<file path="src/design/swrl_pkg.sv">
// Shared types, constants and reset values for the sliding window rate limiter.
// Used by swrl_acc and by the top level; depends on nothing.
package swrl_pkg;

  // Size of the attempt log and the widths that follow from it.
  localparam int MAX_SLOTS = 8;
  localparam int SLOT_W    = (MAX_SLOTS > 1) ? $clog2(MAX_SLOTS) : 1;
  localparam int CNT_W     = $clog2(MAX_SLOTS + 1);

  // Field and register widths.
  localparam int TIME_W  = 32;
  localparam int ALLOW_W = 4;
  localparam int OUTC_W  = 4;
  localparam int CFG_IW  = 2;

  // Register reset values.
  localparam logic [TIME_W-1:0]  WINDOW_RST  = 32'd10000000;
  localparam logic [TIME_W-1:0]  LOCKOUT_RST = 32'd2000000;
  localparam logic [ALLOW_W-1:0] ALLOW_RST   = 4'd3;

  // Register indexes on the configuration port.
  typedef enum logic [CFG_IW-1:0] {
    CFG_WINDOW  = 2'd0,
    CFG_LOCKOUT = 2'd1,
    CFG_MAX_ATT = 2'd2
  } cfg_idx_t;

  // Sequencer states, one-hot.
  typedef enum logic [3:0] {
    S_IDLE = 4'b0001,
    S_AGE  = 4'b0010,
    S_LOCK = 4'b0100,
    S_DONE = 4'b1000
  } state_t;

  // Result of the shared add and compare unit.
  typedef struct packed {
    logic [TIME_W-1:0] sum;
    logic              below;
  } acc_res_t;

endpackage

</file>
<file path="src/design/swrl_acc.sv">
// Shared add and compare unit: ages one value by the elapsed time and tests it
// against a limit. Depends on swrl_pkg.
module swrl_acc (
  input  logic [swrl_pkg::TIME_W-1:0] age,
  input  logic [swrl_pkg::TIME_W-1:0] elapsed,
  input  logic [swrl_pkg::TIME_W-1:0] limit,
  output swrl_pkg::acc_res_t          res
);
  import swrl_pkg::*;

  logic [TIME_W:0] wide_sum;

  // The sum keeps its carry so that a wrap past 2^32 never counts as young.
  assign wide_sum  = {1'b0, age} + {1'b0, elapsed};
  assign res.sum   = wide_sum[TIME_W-1:0];
  assign res.below = (wide_sum < {1'b0, limit});

endmodule

</file>
<file path="src/design/sliding_window_rate_limiter_lockout.sv">
// Sliding window log rate limiter with lockout. Each input word is a tick or a
// request stamped with a 32-bit microsecond time; each gives one result word.
// Depends on swrl_pkg and swrl_acc.
//
// The stored attempt ages are walked one per cycle through a single shared add
// and compare unit; then a running lockout timer is aged and the request is
// decided. No new word is taken until the previous one is decided, so the time
// per item grows with the number of attempts held when it arrives, as the walk
// over the log memory covers each of them. A finished result waits in the
// output register while the next word is taken; the decide cycle only waits
// when the previous result is still held by out_stall. No clearing pass is
// needed after reset. Configuration is accepted at any time (ready is always
// high) but should only be written while the block is idle.
module sliding_window_rate_limiter_lockout (
  input  logic                         clk,
  input  logic                         rst,
  // Input channel.
  input  logic                         in_valid,
  output logic                         in_stall,
  input  logic                         command,
  input  logic [swrl_pkg::TIME_W-1:0]  time_us,
  // Result channel.
  output logic                         out_valid,
  input  logic                         out_stall,
  output logic                         allowed,
  output logic                         lockout_started,
  output logic                         lockout_active,
  output logic [swrl_pkg::OUTC_W-1:0]  held_attempts,
  // Configuration channel.
  input  logic                         cfg_valid,
  output logic                         cfg_ready,
  input  logic [swrl_pkg::CFG_IW-1:0]  cfg_index,
  input  logic [swrl_pkg::TIME_W-1:0]  cfg_data
);
  import swrl_pkg::*;

  localparam logic [CNT_W-1:0] MAX_CNT = CNT_W'(MAX_SLOTS);

  // Configuration registers.
  logic [TIME_W-1:0]  window_len;
  logic [TIME_W-1:0]  lockout_us;
  logic [ALLOW_W-1:0] max_attempts;

  // Control and timing state.
  state_t             state;
  logic [CNT_W-1:0]   count;
  logic [CNT_W-1:0]   idx;
  logic [CNT_W-1:0]   kept;
  logic [TIME_W-1:0]  last_time;
  logic               clock_started;
  logic               lockout_flag;
  logic [TIME_W-1:0]  lockout_age;
  logic [TIME_W-1:0]  elapsed;
  logic               cmd_req;

  // Attempt log memory and its ports.
  logic [TIME_W-1:0]  ages [MAX_SLOTS];
  logic [TIME_W-1:0]  rd_data;
  logic [SLOT_W-1:0]  rd_addr;
  logic [CNT_W-1:0]   idx_next;
  logic               wr_en;
  logic [SLOT_W-1:0]  wr_addr;
  logic [TIME_W-1:0]  wr_data;

  // Shared unit operands and result.
  logic [TIME_W-1:0]  op_age;
  logic [TIME_W-1:0]  op_limit;
  acc_res_t           acc;

  logic               in_take;
  logic               out_free;
  logic [CNT_W-1:0]   cap;
  logic               do_grant;
  logic               do_start;

  assign cfg_ready = 1'b1;
  assign in_stall  = (state != S_IDLE);
  assign in_take   = in_valid && !in_stall;
  assign out_free  = !out_valid || !out_stall;
  assign idx_next  = idx + CNT_W'(1);

  // Allowance capped at the size of the log.
  assign cap = (32'(max_attempts) >= 32'(MAX_SLOTS)) ? MAX_CNT : CNT_W'(max_attempts);

  // Decision on a request outside a lockout: grant while there is room, else lock out.
  assign do_grant = cmd_req && !lockout_flag && (count < cap);
  assign do_start = cmd_req && !lockout_flag && !(count < cap);

  // The shared unit ages a log entry during the walk and the lockout timer after it.
  assign op_age   = (state == S_LOCK) ? lockout_age : rd_data;
  assign op_limit = (state == S_LOCK) ? lockout_us : window_len;

  swrl_acc u_acc (
    .age     (op_age),
    .elapsed (elapsed),
    .limit   (op_limit),
    .res     (acc)
  );

  // Read ahead by one entry so that each walk cycle finds its age registered.
  assign rd_addr = (state == S_AGE) ? idx_next[SLOT_W-1:0] : '0;

  // Write port: surviving ages are packed down during the walk, and a granted
  // request appends a fresh age of zero.
  always_comb begin
    wr_en   = 1'b0;
    wr_addr = kept[SLOT_W-1:0];
    wr_data = acc.sum;
    if (state == S_AGE && idx != count && acc.below) begin
      wr_en = 1'b1;
    end else if (state == S_DONE && out_free && do_grant) begin
      wr_en   = 1'b1;
      wr_addr = count[SLOT_W-1:0];
      wr_data = '0;
    end
  end

  // Log memory with a registered read.
  always_ff @(posedge clk) begin
    if (wr_en) begin
      ages[wr_addr] <= wr_data;
    end
    rd_data <= ages[rd_addr];
  end

  // Configuration writes.
  always_ff @(posedge clk) begin
    if (rst) begin
      window_len   <= WINDOW_RST;
      lockout_us   <= LOCKOUT_RST;
      max_attempts <= ALLOW_RST;
    end else if (cfg_valid && cfg_ready) begin
      unique case (cfg_index)
        CFG_WINDOW:  window_len   <= cfg_data;
        CFG_LOCKOUT: lockout_us   <= cfg_data;
        CFG_MAX_ATT: max_attempts <= cfg_data[ALLOW_W-1:0];
        default:     ;
      endcase
    end
  end

  // Sequencer: take a word, walk the log, age the lockout, then decide.
  always_ff @(posedge clk) begin
    if (rst) begin
      state         <= S_IDLE;
      count         <= '0;
      idx           <= '0;
      kept          <= '0;
      last_time     <= '0;
      clock_started <= 1'b0;
      lockout_flag  <= 1'b0;
      lockout_age   <= '0;
      out_valid     <= 1'b0;
    end else begin
      // The result word is raised by the decide cycle and dropped once taken.
      if (state == S_DONE && out_free) begin
        out_valid <= 1'b1;
      end else if (!out_stall) begin
        out_valid <= 1'b0;
      end
      unique case (state)
        S_IDLE: begin
          if (in_take) begin
            elapsed       <= clock_started ? (time_us - last_time) : '0;
            last_time     <= time_us;
            clock_started <= 1'b1;
            cmd_req       <= command;
            idx           <= '0;
            kept          <= '0;
            state         <= S_AGE;
          end
        end
        S_AGE: begin
          if (idx == count) begin
            count <= kept;
            state <= S_LOCK;
          end else begin
            if (acc.below) begin
              kept <= kept + CNT_W'(1);
            end
            idx <= idx_next;
          end
        end
        S_LOCK: begin
          if (lockout_flag) begin
            lockout_flag <= acc.below;
            lockout_age  <= acc.below ? acc.sum : '0;
          end
          state <= S_DONE;
        end
        S_DONE: begin
          if (out_free) begin
            allowed         <= do_grant;
            lockout_started <= do_start;
            lockout_active  <= lockout_flag || do_start;
            held_attempts   <= do_grant ? OUTC_W'(count + CNT_W'(1)) : OUTC_W'(count);
            if (do_grant) begin
              count <= count + CNT_W'(1);
            end
            if (do_start) begin
              lockout_flag <= 1'b1;
              lockout_age  <= '0;
            end
            state <= S_IDLE;
          end
        end
        default: state <= S_IDLE;
      endcase
    end
  end

`ifndef SYNTH
  // The log never holds more attempts than it has slots.
  a_count_bound: assert property (@(posedge clk) disable iff (rst)
    count <= MAX_CNT)
    else $error("attempt count exceeds log size");

  // The walk never runs past the entries that were recorded.
  a_walk_bound: assert property (@(posedge clk) disable iff (rst)
    (state == S_AGE) |-> (idx <= count && kept <= idx))
    else $error("log walk out of range");

  // A result that starts a lockout reports it running and grants nothing.
  a_start_active: assert property (@(posedge clk) disable iff (rst)
    (out_valid && lockout_started) |-> (lockout_active && !allowed))
    else $error("lockout start inconsistent");

  // A grant is never given while a lockout is reported running.
  a_grant_free: assert property (@(posedge clk) disable iff (rst)
    (out_valid && allowed) |-> !lockout_active)
    else $error("request granted during lockout");
`endif

endmodule
</file>
<file path="config.mk">
export PLATFORM = sky130hd
export DESIGN_NAME = sliding_window_rate_limiter_lockout
export DESIGN_NICKNAME = d
export VERILOG_FILES = /design/src/design/swrl_pkg.sv /design/src/design/swrl_acc.sv /design/src/design/sliding_window_rate_limiter_lockout.sv
export SDC_FILE = /design/constraint.sdc
export NUM_CORES = 1
export LEC_CHECK = 0
export BUFFER_PORTS_ARGS = -buffer_cell sky130_fd_sc_hd__buf_2
export CAP_MARGIN = 20
export CORE_ASPECT_RATIO = 0.6
export CORE_MARGIN = 10
export CORE_UTILIZATION = 35
export CTS_BUF_LIST = sky130_fd_sc_hd__clkbuf_4
export DETAILED_ROUTE_END_ITERATION = 10
export PLACE_DENSITY = 0.48
export SETUP_SLACK_MARGIN = 0.1
export SLEW_MARGIN = 5
export SYNTH_ARGS = -nofsm -noshare
export SYNTH_HDL_FRONTEND = slang
export SYNTH_SLANG_ARGS = --single-unit
</file>
<file path="constraint.sdc">
create_clock -name clk -period 9.5 [get_ports clk]
set_clock_uncertainty 0.2 [all_clocks]
set_input_delay 0.475 -clock clk [delete_from_list [all_inputs] [get_ports clk]]
set_output_delay 0.475 -clock clk [all_outputs]
set_load 0.005 [all_outputs]
</file>
==> results of run 1 <==
stage by stage:
stage	instance area (µm²)	power (µW)	util [%]	worst slack [ps]	hold WS (ps)
finish	26150	4482	40.77	1661	137.4
global route	26150	4720	40.77	1144	73.33
CTS	26100	4540	40.69	1701	49.24
detailed placement	23840	2837	37.17	1780	245.6
global placement	23760	2832	37.04	1871	242.0
floorplan	22580	2668	-	2230	234.7
cells in the mapped netlist, types with 8 or more instances:
cell type | instances | area (µm²)
clkbuf_1 | 114 | 427.9
and2_1 | 65 | 406.6
o211ai_1 | 12 | 90.09
nor3_1 | 18 | 90.09
nand2b_1 | 20 | 125.1
and3_1 | 8 | 50.05
buf_2 | 8 | 40.04
a22oi_1 | 25 | 187.7
a211oi_1 | 39 | 292.8
dfxtp_1 | 183 | 3664
o21ai_0 | 43 | 215.2
nand3_1 | 49 | 245.2
xnor2_1 | 28 | 245.2
mux2i_1 | 49 | 490.5
ha_1 | 100 | 1251
mux2_2 | 35 | 394.1
a21oi_1 | 149 | 745.7
nor2b_1 | 17 | 106.4
inv_1 | 58 | 217.7
edfxtp_1 | 296 | 8889
nor2_1 | 135 | 506.7
nand4_1 | 13 | 81.33
o221ai_1 | 66 | 578.1
nand2_1 | 314 | 1179
a21o_1 | 36 | 270.3
xor2_1 | 22 | 192.7
a31oi_1 | 72 | 450.4
sequential cells by signal, summed over array words and instances, names as in the netlist, 32 cells and up:
signal and count:
ages 256, elapsed 32, last_time 32, lockout_age 32, lockout_us 32, rd_data 32, window_len 32
layout make-up:
type	count	area, µm²
Sequential cell	479	12550
Antenna cell	3	7.507
Multi-Input combinational cell	1436	9343
Tap cell	851	1065
Inverter	58	217.7
Fill cell	6311	37990
Timing Repair Buffer	195	1569
Clock inverter	32	188.9
Clock buffer	161	1209
report_power, final:
group | switching (µW) | internal, µW
clock | 848 | 809
sequential | 18.2 | 2270
combinational | 335 | 198
total | 1200 | 3280
layer usage:
metal | vias up | GRT usage (%)
met2 | 428 | 23.88
met5 | - | 0
met3 | 77 | 3.541
li1 | 8172 | -
met1 | 8236 | 24.02
met4 | 0 | 4.023
worst max-delay path, delay by kind of cell (launching register included):
kind | cells | cell delay [ps]
compound gates | 8 | 3000
buf+inv | 4 | 810
simple gates | 8 | 1960
fa+ha+maj | 3 | 860
flops | 1 | 350
mux | 1 | 250
cell families (layout without fill, tap and decap cells):
logic type	Yosys count	after routing	share of synthesized area, %
compound gates	510	510	15.20
xor+xnor	51	51	2.012
fa+ha+maj	102	102	5.719
buf+inv	190	446	3.375
flops	479	479	55.59
mux	84	84	3.918
other cells	1	4	0.01661
simple gates	688	688	14.17
repair_timing:
item	CTS	global route
setup buffers	0	0
hold buffers	86	0
hold endpoints to repair	173	0
worst min path at each step:
| stage | from | end | slack (ps) | cells past startpoint |
|---|---|---|---|---|
| global route | cfg_data[18] | lockout_us[18]$_SDFFE_PP1P_ | 70 | 4 |
| detailed placement | window_len[8]$_SDFFE_PP0P_ | window_len[8]$_SDFFE_PP0P_ | 250 | 2 |
| CTS | cfg_data[18] | lockout_us[18]$_SDFFE_PP1P_ | 50 | 4 |
| global placement | last_time[29]$_SDFFE_PP0P_ | last_time[29]$_SDFFE_PP0P_ | 240 | 2 |
| floorplan | lockout_age[26]$_SDFFE_PP0P_ | lockout_age[26]$_SDFFE_PP0P_ | 230 | 2 |
| finish | cfg_data[18] | lockout_us[18]$_SDFFE_PP1P_ | 140 | 4 |
==> metrics, run 1 <==
top layer in use met4; Area Overhead vs Synth 15.83%; DP Cell Count around 3k; PD cells around 170 nW/µm²; CP endpoint kind register; grt ovf 0; Antenna Nets Post-Route 0; number of global-route vias before repair 16.50k; number of setup violations in the final report 0; fin crit share 82.52%; Via-to-Cell Ratio 5.261; CP max stage cell a311oi_1; Synth Warn # 0; CTS tree done; IO Count a little over 80; DRC errors left 0; initial antenna violation count 5; Core ar. between 60000 and 70000 µm²; Buffers on Ports 80; drt first pass iters 5; CP max FO 67; unrepaired setup endpoints after global routing no; die area approximately 75000 µm²; post-synthesis net count 2279; total track usage approximately 16%; Final TNS setup 0 ps; Post-synth EDFFs 296; Die W ~350 µm; clock sink count roughly 480; clock latency on the worst-skew pair 950 ps; worst vdd ir 0.09892 mV; Rows approximately 70; Critical Path Source state[3]$_SDFFE_PP0P_; final cell count without fillers 3215; CTS Root Cell clkbuf_4; Worst Hold Class input pin to register; Post-Syn Area about 23000 µm²; CP max stage delay 790 ps; share of layout cells above drive strength 1 about 15%; ys flop type edfxtp_1; status finished, final reports clean; Slew Limit Fails 0; Leakage around 0.0094 µW; clock buffer depth 3; crit path launch type register; met1 WL between 30 and 40 mm; H-tree depth 3; Worst R2R Start state[3]$_SDFFE_PP0P_; DIE HEIGHT roughly 220 µm; Post-Syn Instances approximately 2.1k; Num CTS Buffers around 110; CTS clk-pin slew, worst paths 70 ps; syn_area_per_cell 10.73 µm²; Fin. Hold Viols 0; Max Clk Rate 127.6 MHz; DR WL met2 26.83 mm; Slew @ Worst Pin 1023 ps; via count between 15k and 20k; r2r worst-path depth 24; commonest non-fill, non-tap cell in the layout nand2_1; max_slew headroom 29.87%; post-DR wirelength/cell a little under 20 µm; R2R setup slack roughly 1700 ps; initial DRC count between 1k and 1.5k; sequence of cells on the critical path nor4b_4 > buf_12 > mux2_2 > ha_1 > inv_1 > fa_1 > nand2b_1 > a21oi_1 > o211ai_1 > a211o_1 > a21oi_1 > or2_1 > a311o_1 > inv_1 > ha_1 > nand4_1 > nor4_1 > o21ai_0 > a311oi_1 > nor4_4 > nand3_2 > o32a_1 > nor2_4 > buf_4; Worst Setup EP ages[1][11]$_DFFE_PP_; Min Clock Period, post-route ~7800 ps; async set-or-reset flop fraction in the synthesized netlist 0%; first-pass GRT wire length 97.17 mm; type of the worst setup path register to register; CP arrival about 8300 ps; met3 WL 3.339 mm; Total Routed Length 62.81 mm; Initial Util between 30% and 40%; Critical R2R Capture ages[1][11]$_DFFE_PP_; flip-flop and latch count after synthesis roughly 480; Final nets roughly 2.5k; Yosys cell types slightly above 80; CP required approximately 10000 ps; sequential area share after synthesis between 50% and 60%; HPWL after DPL 42.06 mm; maxcap violations 0; routability cong. 0.8694; most frequent cells in the layout nand2_1, edfxtp_1, dfxtp_1, clkbuf_4, a21oi_1; post-cts sizing count 0; largest net degree at the start of global routing 84
Note: power is estimated with default switching activity, not from simulation.
==> run 2, diff against run 1 <==
Clock period 9.5 ns to 8.15 ns, I/O delays scaled along.
==> run 2 against run 1 <==
Combinational power increased by 20%. Die area did not move. Core utilization increased by 0.63 points. Wire length grew 1.7%. First-iteration DRC count decreased by 5.2%. Count of clock-buffer cells in the layout rose by 17. Total power is 19% higher. Worst hold slack lost 22 ps. Final area increased by 1.5%. Clock power increased by 22%. Critical path type unchanged.
==> metrics, run 2 (synthesis gave the netlist of run 1 again) <==
status finished, final reports clean (unchanged); Final nets 2487 (was 2456); fin crit share 90.92% (was 82.52%); initial DRC count 1269 (was 1339); Final TNS setup 0 ps (unchanged); clock sink count 479 (unchanged); max_slew headroom 26.53% (was 29.87%); Min Clock Period, post-route 7410 ps (was 7839 ps); number of global-route vias before repair 17.04k (was 16.50k); Max Clk Rate 134.9 MHz (was 127.6 MHz); drt first pass iters 6 (was 5); max reg flops 256 (unchanged); clock latency on the worst-skew pair 890 ps (was 950 ps); die area 75400 µm² (unchanged); Slew Limit Fails 0 (unchanged); Die W 347.9 µm (unchanged); CTS tree done (unchanged); IO Count 82 (unchanged); CP endpoint kind register (unchanged); DIE HEIGHT 216.7 µm (unchanged); Critical R2R Capture ages[7][19]$_DFFE_PP_ (was ages[1][11]$_DFFE_PP_); H-tree depth 3 (unchanged); largest net degree at the start of global routing 88 (was 84); Antenna Nets Post-Route 0 (unchanged); Worst Setup EP ages[7][19]$_DFFE_PP_ (was ages[1][11]$_DFFE_PP_); unrepaired setup endpoints after global routing no (unchanged); maxcap violations 0 (unchanged); multi-input logic area 9349 µm² (was 9343 µm²); HPWL after DPL 42.83 mm (was 42.06 mm); r2r worst-path depth 22 (was 24); commonest non-fill, non-tap cell in the layout nand2_1 (unchanged); worst setup margin 739.6 ps (was 1661 ps); register area 12550 µm² (unchanged); CP max FO 32 (was 67); CP arrival 7720 ps (was 8290 ps); Fillers 6205 (was 6311); CTS Root Cell clkbuf_4 (unchanged); grt ovf 0 (unchanged); worst slack, placed 442.4 ps (was 1780 ps); Worst R2R Start state[3]$_SDFFE_PP0P_ (unchanged); via count 17.15k (was 16.91k); clock buffer depth 3 (unchanged); R2R setup slack 740 ps (was 1660 ps); number of setup violations in the final report 0 (unchanged); type of the worst setup path register to register (unchanged); Core ar. 64140 µm² (unchanged); CP required 8460 ps (was 9950 ps); PD cells 201.0 nW/µm² (was 171.4 nW/µm²); Worst Hold Class input pin to register (unchanged); Reg with most FFs ages (unchanged); initial antenna violation count 5 (unchanged); Slew @ Worst Pin 1094 ps (was 1023 ps); Total Routed Length 63.88 mm (was 62.81 mm); Critical Path Source state[3]$_SDFFE_PP0P_ (unchanged); DRC errors left 0 (unchanged); Buffers on Ports 80 (unchanged); total track usage 16.59% (was 16.28%); Initial Util 35.20% (unchanged); Rows 72 (unchanged); share of layout cells above drive strength 1 15.60% (was 15.08%); first-pass GRT wire length 99.47 mm (was 97.17 mm); most frequent cells in the layout nand2_1, edfxtp_1, dfxtp_1, clkbuf_4, a21oi_1 (unchanged); Num CTS Buffers 113 (was 112); post-DR wirelength/cell 19.57 µm (was 19.53 µm); CTS clk-pin slew, worst paths 70 ps (about the same); worst vdd ir 0.09953 mV (was 0.09892 mV); crit path launch type register (unchanged); Via-to-Cell Ratio 5.252 (was 5.261); Area Overhead vs Synth 17.60% (was 15.83%); Leakage 0.009596 µW (was 0.009394 µW); Fin. Hold Viols 0 (unchanged); routability cong. 0.9032 (was 0.8694)
## run 2: worst min path at each step
stage / startpoint / depth (start not counted) / to
after detailed placement: last_time[9]$_SDFFE_PP0P_ / 2 / last_time[9]$_SDFFE_PP0P_
after global placement: last_time[30]$_SDFFE_PP0P_ / 2 / last_time[30]$_SDFFE_PP0P_
after global routing: command / 2 / cmd_req$_DFFE_PP_
after CTS: cfg_data[15] / 4 / lockout_us[15]$_SDFFE_PP1P_
final: cfg_data[15] / 4 / window_len[15]$_SDFFE_PP1P_
after floorplan: lockout_age[26]$_SDFFE_PP0P_ / 2 / lockout_age[26]$_SDFFE_PP0P_
## run 2: power by group
group | total, µW | internal (µW) | switching, µW
registers | 2670 | 2650 | 21.3
clock network | 2030 | 1030 | 1000
logic | 638 | 241 | 397
total | 5340 | 3920 | 1420
## run 2: final cells by class
cell class / instances / share of cell area, %
clock inverter: 34 / 0.6738
multi-input combinational: 1436 / 35.21
antenna: 4 / 0.03769
clock buffer: 178 / 5.032
tap: 851 / 4.010
inverter: 58 / 0.8199
timing repair buffer: 225 / 6.945
sequential: 479 / 47.27
## run 2: critical path: stages (launching register included)
cell and delay, ps:
dfxtp_1 360, nor4b_4 390, buf_4 340, mux2_2 390, ha_1 290, a211oi_1 310
nor3_1 150, o31ai_2 500, o221ai_1 360, a31o_2 390, a311oi_2 230, xor2_1 310
inv_1 80, ha_1 340, nand4_1 150, nor4_1 680, o21ai_0 230, a311oi_2 520
nor4_4 110, nand4_1 140, o21a_1 250, nor2_4 50, buf_4 300
## run 2: stage by stage
step / cell area, µm² / utilization [%] / std cells / total power (µW) / hold WS [ps]
finish: 26550 / 41.40 / 3265 / 5337 / 115.3
global route: 26550 / 41.40 / 3264 / 5616 / 55.35
CTS: 26510 / 41.34 / 3259 / 5404 / 33.10
detailed placement: 23880 / 37.23 / 2935 / 3313 / 247.3
global placement: 23880 / 37.23 / 2935 / 3303 / 241.9
floorplan: 22580 / - / 2105 / 3110 / 234.7
## run 2: timing repair
| action | 4_1_cts | 5_1_grt |
|---|---|---|
| endpoints found under the setup margin | 0 | 221 |
| buffers inserted | 0 | 0 |
| endpoints found under the hold margin | 169 | 0 |
| gates resized for setup | 0 | 1 |
| hold buffers | 112 | 0 |
## run 2: routing by layer
metal | global-route usage, % | part of all wire (%) | vias up
li1 | - | - | 8247
met1 | 24.75 | 50 | 8356
met2 | 24.00 | 42 | 449
met3 | 3.541 | 6.2 | 95
met4 | 4.208 | 1.7 | 0
met5 | 0 | 0 | -
==> run 3, diff against run 2 <==
--- a/config.mk
+++ b/config.mk
@@ -14,5 +14,5 @@
 export DETAILED_ROUTE_END_ITERATION = 10
 export PLACE_DENSITY = 0.48
-export SETUP_SLACK_MARGIN = 0.1
+export SETUP_SLACK_MARGIN = 0.05
 export SLEW_MARGIN = 5
 export SYNTH_ARGS = -nofsm -noshare
==> constraint.sdc (replaced) <==
create_clock -name clk -period 8.15 [get_ports clk]
set_clock_uncertainty 0.2 [all_clocks]
set_input_delay 1.63 -clock clk [delete_from_list [all_inputs] [get_ports clk]]
set_output_delay 1.63 -clock clk [all_outputs]
set_load 0.005 [all_outputs]
==> run 3 against run 2 <==
Wire length fell by 0.94%. Clock power decreased by 2%. Die area unchanged. Sequential power about the same. Via count shrank 2.5%. First-iteration DRC count up 1.6%. Non-clock buffer count shrank 111. Register-to-register slack worse by 90 ps. Flip-flop and latch count is the same. Global-route usage down 0.19 points.
==> metrics, run 3 (synthesis gave the netlist of run 1 again) <==
status finished, final reports clean (unchanged); H-tree depth 3 (unchanged); CP required 8510 ps (was 8460 ps); clock buffer depth 3 (unchanged); DIE HEIGHT 216.7 µm (unchanged); Area Overhead vs Synth 12.54% (was 17.60%); Worst Hold Class register to register (was input pin to register); Buffers on Ports 80 (unchanged); max reg flops 256 (unchanged); CTS clk-pin slew, worst paths 70 ps (about the same); maxcap violations 0 (unchanged); first-pass GRT wire length 97.73 mm (was 99.47 mm); Reg with most FFs ages (unchanged); # hold bufs at CTS 0 (was 112); number of setup violations in the final report 0 (unchanged); Rows 72 (unchanged); total chip power 5254 µW (was 5337 µW); final cell count without fillers 3158 (was 3265); Setup Buffers After CTS 0 (unchanged); PD cells 206.8 nW/µm² (was 201.0 nW/µm²); number of global-route vias before repair 16.31k (was 17.04k); post-DR wirelength/cell 20.04 µm (was 19.57 µm); CTS tree done (unchanged); CP max FO 32 (unchanged); Num CTS Buffers 114 (was 113); CP arrival 7860 ps (was 7720 ps); DP Cell Count 2935 (unchanged); commonest non-fill, non-tap cell in the layout nand2_1 (unchanged); share of layout cells above drive strength 1 16.11% (was 15.60%); Leakage 0.009128 µW (was 0.009596 µW); CP endpoint kind register (unchanged); total track usage 16.40% (was 16.59%); DRC errors left 0 (unchanged); type of the worst setup path register to register (unchanged); via count 16.71k (was 17.15k); R2R setup slack 650 ps (was 740 ps); Min Clock Period, post-route 7505 ps (was 7410 ps); clock latency on the worst-skew pair 940 ps (was 890 ps); CP max stage delay 660 ps (was 680 ps); routability cong. 0.9023 (was 0.9032); most frequent cells in the layout nand2_1, edfxtp_1, dfxtp_1, clkbuf_4, a21oi_1 (unchanged); Critical Path Source state[3]$_SDFFE_PP0P_ (unchanged); Max Clk Rate 133.3 MHz (was 134.9 MHz); CP max stage cell o31ai_1 (was nor4_1); grt ovf 0 (unchanged); critical path's top delay family compound AO/OA/AOI/OAI gates (unchanged); CTS Root Cell clkbuf_4 (unchanged); Total Routed Length 63.28 mm (was 63.88 mm); Die W 347.9 µm (unchanged); Levels on crit path 22 (unchanged); Critical R2R Capture ages[3][29]$_DFFE_PP_ (was ages[7][19]$_DFFE_PP_); Worst R2R Start state[3]$_SDFFE_PP0P_ (unchanged); Final nets 2377 (was 2487); largest net degree at the start of global routing 88 (unchanged); Fillers 6285 (was 6205); Core ar. 64140 µm² (unchanged); Slew Limit Fails 0 (unchanged); Antenna Nets Post-Route 0 (unchanged); max_slew headroom 29.93% (was 26.53%); initial antenna violation count 4 (was 5); Via-to-Cell Ratio 5.291 (was 5.252); unrepaired setup endpoints after global routing no (unchanged); final hold slack 254.4 ps (was 115.3 ps); most frequent CP cell buf_4; IO Count 82 (unchanged); Final TNS setup 0 ps (unchanged); fin crit share 92.08% (was 90.92%); die area 75400 µm² (unchanged); worst vdd ir 0.1078 mV (was 0.09953 mV); drt first pass iters 5 (was 6); Worst Path Buf+Inv 3 (unchanged); Slew @ Worst Pin 1022 ps (was 1094 ps); clock sink count 479 (unchanged); HPWL after DPL 42.90 mm (was 42.83 mm); Initial Util 35.20% (unchanged); Fin. Hold Viols 0 (unchanged); sequence of cells on the critical path nor4b_4 > buf_4 > buf_4 > mux2_2 > ha_1 > a21o_1 > a21oi_1 > and2_1 > a22oi_1 > a311oi_1 > o31ai_1 > xor2_1 > ha_1 > nand3_1 > nor4_2 > o21ai_0 > a311oi_2 > nor4_4 > nand4_1 > o21ai_1 > and2_2 > buf_4 (was nor4b_4 > buf_4 > mux2_2 > ha_1 > a211oi_1 > nor3_1 > o31ai_2 > o221ai_1 > a31o_2 > a311oi_2 > xor2_1 > inv_1 > ha_1 > nand4_1 > nor4_1 > o21ai_0 > a311oi_2 > nor4_4 > nand4_1 > o21a_1 > nor2_4 > buf_4); r2r worst-path depth 22 (unchanged); Worst Setup EP ages[3][29]$_DFFE_PP_ (was ages[7][19]$_DFFE_PP_); crit path launch type register (unchanged); initial DRC count 1289 (was 1269)
run 3: stage by stage:
stage	utilization, %	cell area [µm²]	worst slack (ps)
2_1_floorplan	-	22580	880.5
3_3_place_gp	37.23	23880	626.4
3_5_place_dp	37.23	23880	374.7
4_1_cts	39.53	25360	289.8
5_1_grt	39.62	25410	275.8
6_report	39.62	25410	645.4
run 3: tightest hold or removal path, cell delays in order (launching register included):
cell and delay [ps]:
dfxtp_1 310, nand2_1 50, a21oi_1 50
run 3: power by group:
group / switching [µW] / internal [µW]
sequential: 21.2 / 2650
combinational: 390 / 204
clock: 1030 / 961
run 3: worst min-delay path by stage:
stage	from	endpoint	cells past startpoint
6_report	last_time[21]$_SDFFE_PP0P_	last_time[21]$_SDFFE_PP0P_	2
5_1_grt	lockout_us[0]$_SDFFE_PP0P_	lockout_us[0]$_SDFFE_PP0P_	2
4_1_cts	window_len[5]$_SDFFE_PP0P_	window_len[5]$_SDFFE_PP0P_	2
3_5_place_dp	window_len[21]$_SDFFE_PP0P_	window_len[21]$_SDFFE_PP0P_	2
3_3_place_gp	last_time[30]$_SDFFE_PP0P_	last_time[30]$_SDFFE_PP0P_	2
2_1_floorplan	lockout_age[26]$_SDFFE_PP0P_	lockout_age[26]$_SDFFE_PP0P_	2
run 3: repair_timing:
action / in CTS / in global routing
endpoints found under the hold margin: 0 / 0
endpoints found under the setup margin: 0 / 284
resized for setup: 0 / 2
run 3: cell type report:
cell class / instances / area (µm²) / area share (%)
Sequential cell: 479 / 12550 / 49.40
Multi-Input combinational cell: 1436 / 9355 / 36.82
Clock buffer: 169 / 1269 / 4.993
Tap cell: 851 / 1065 / 4.190
Timing Repair Buffer: 114 / 730.7 / 2.876
Inverter: 58 / 217.7 / 0.8568
Clock inverter: 47 / 210.2 / 0.8272
Antenna cell: 4 / 10.01 / 0.03939
run 3: metal layers:
layer	GRT usage, %	share of wire, %	vias up
li1	-	-	8039
met1	24.69	51	8148
met2	23.46	42	429
met3	3.294	5.1	94
met4	4.507	1.8	0
met5	0	0	-
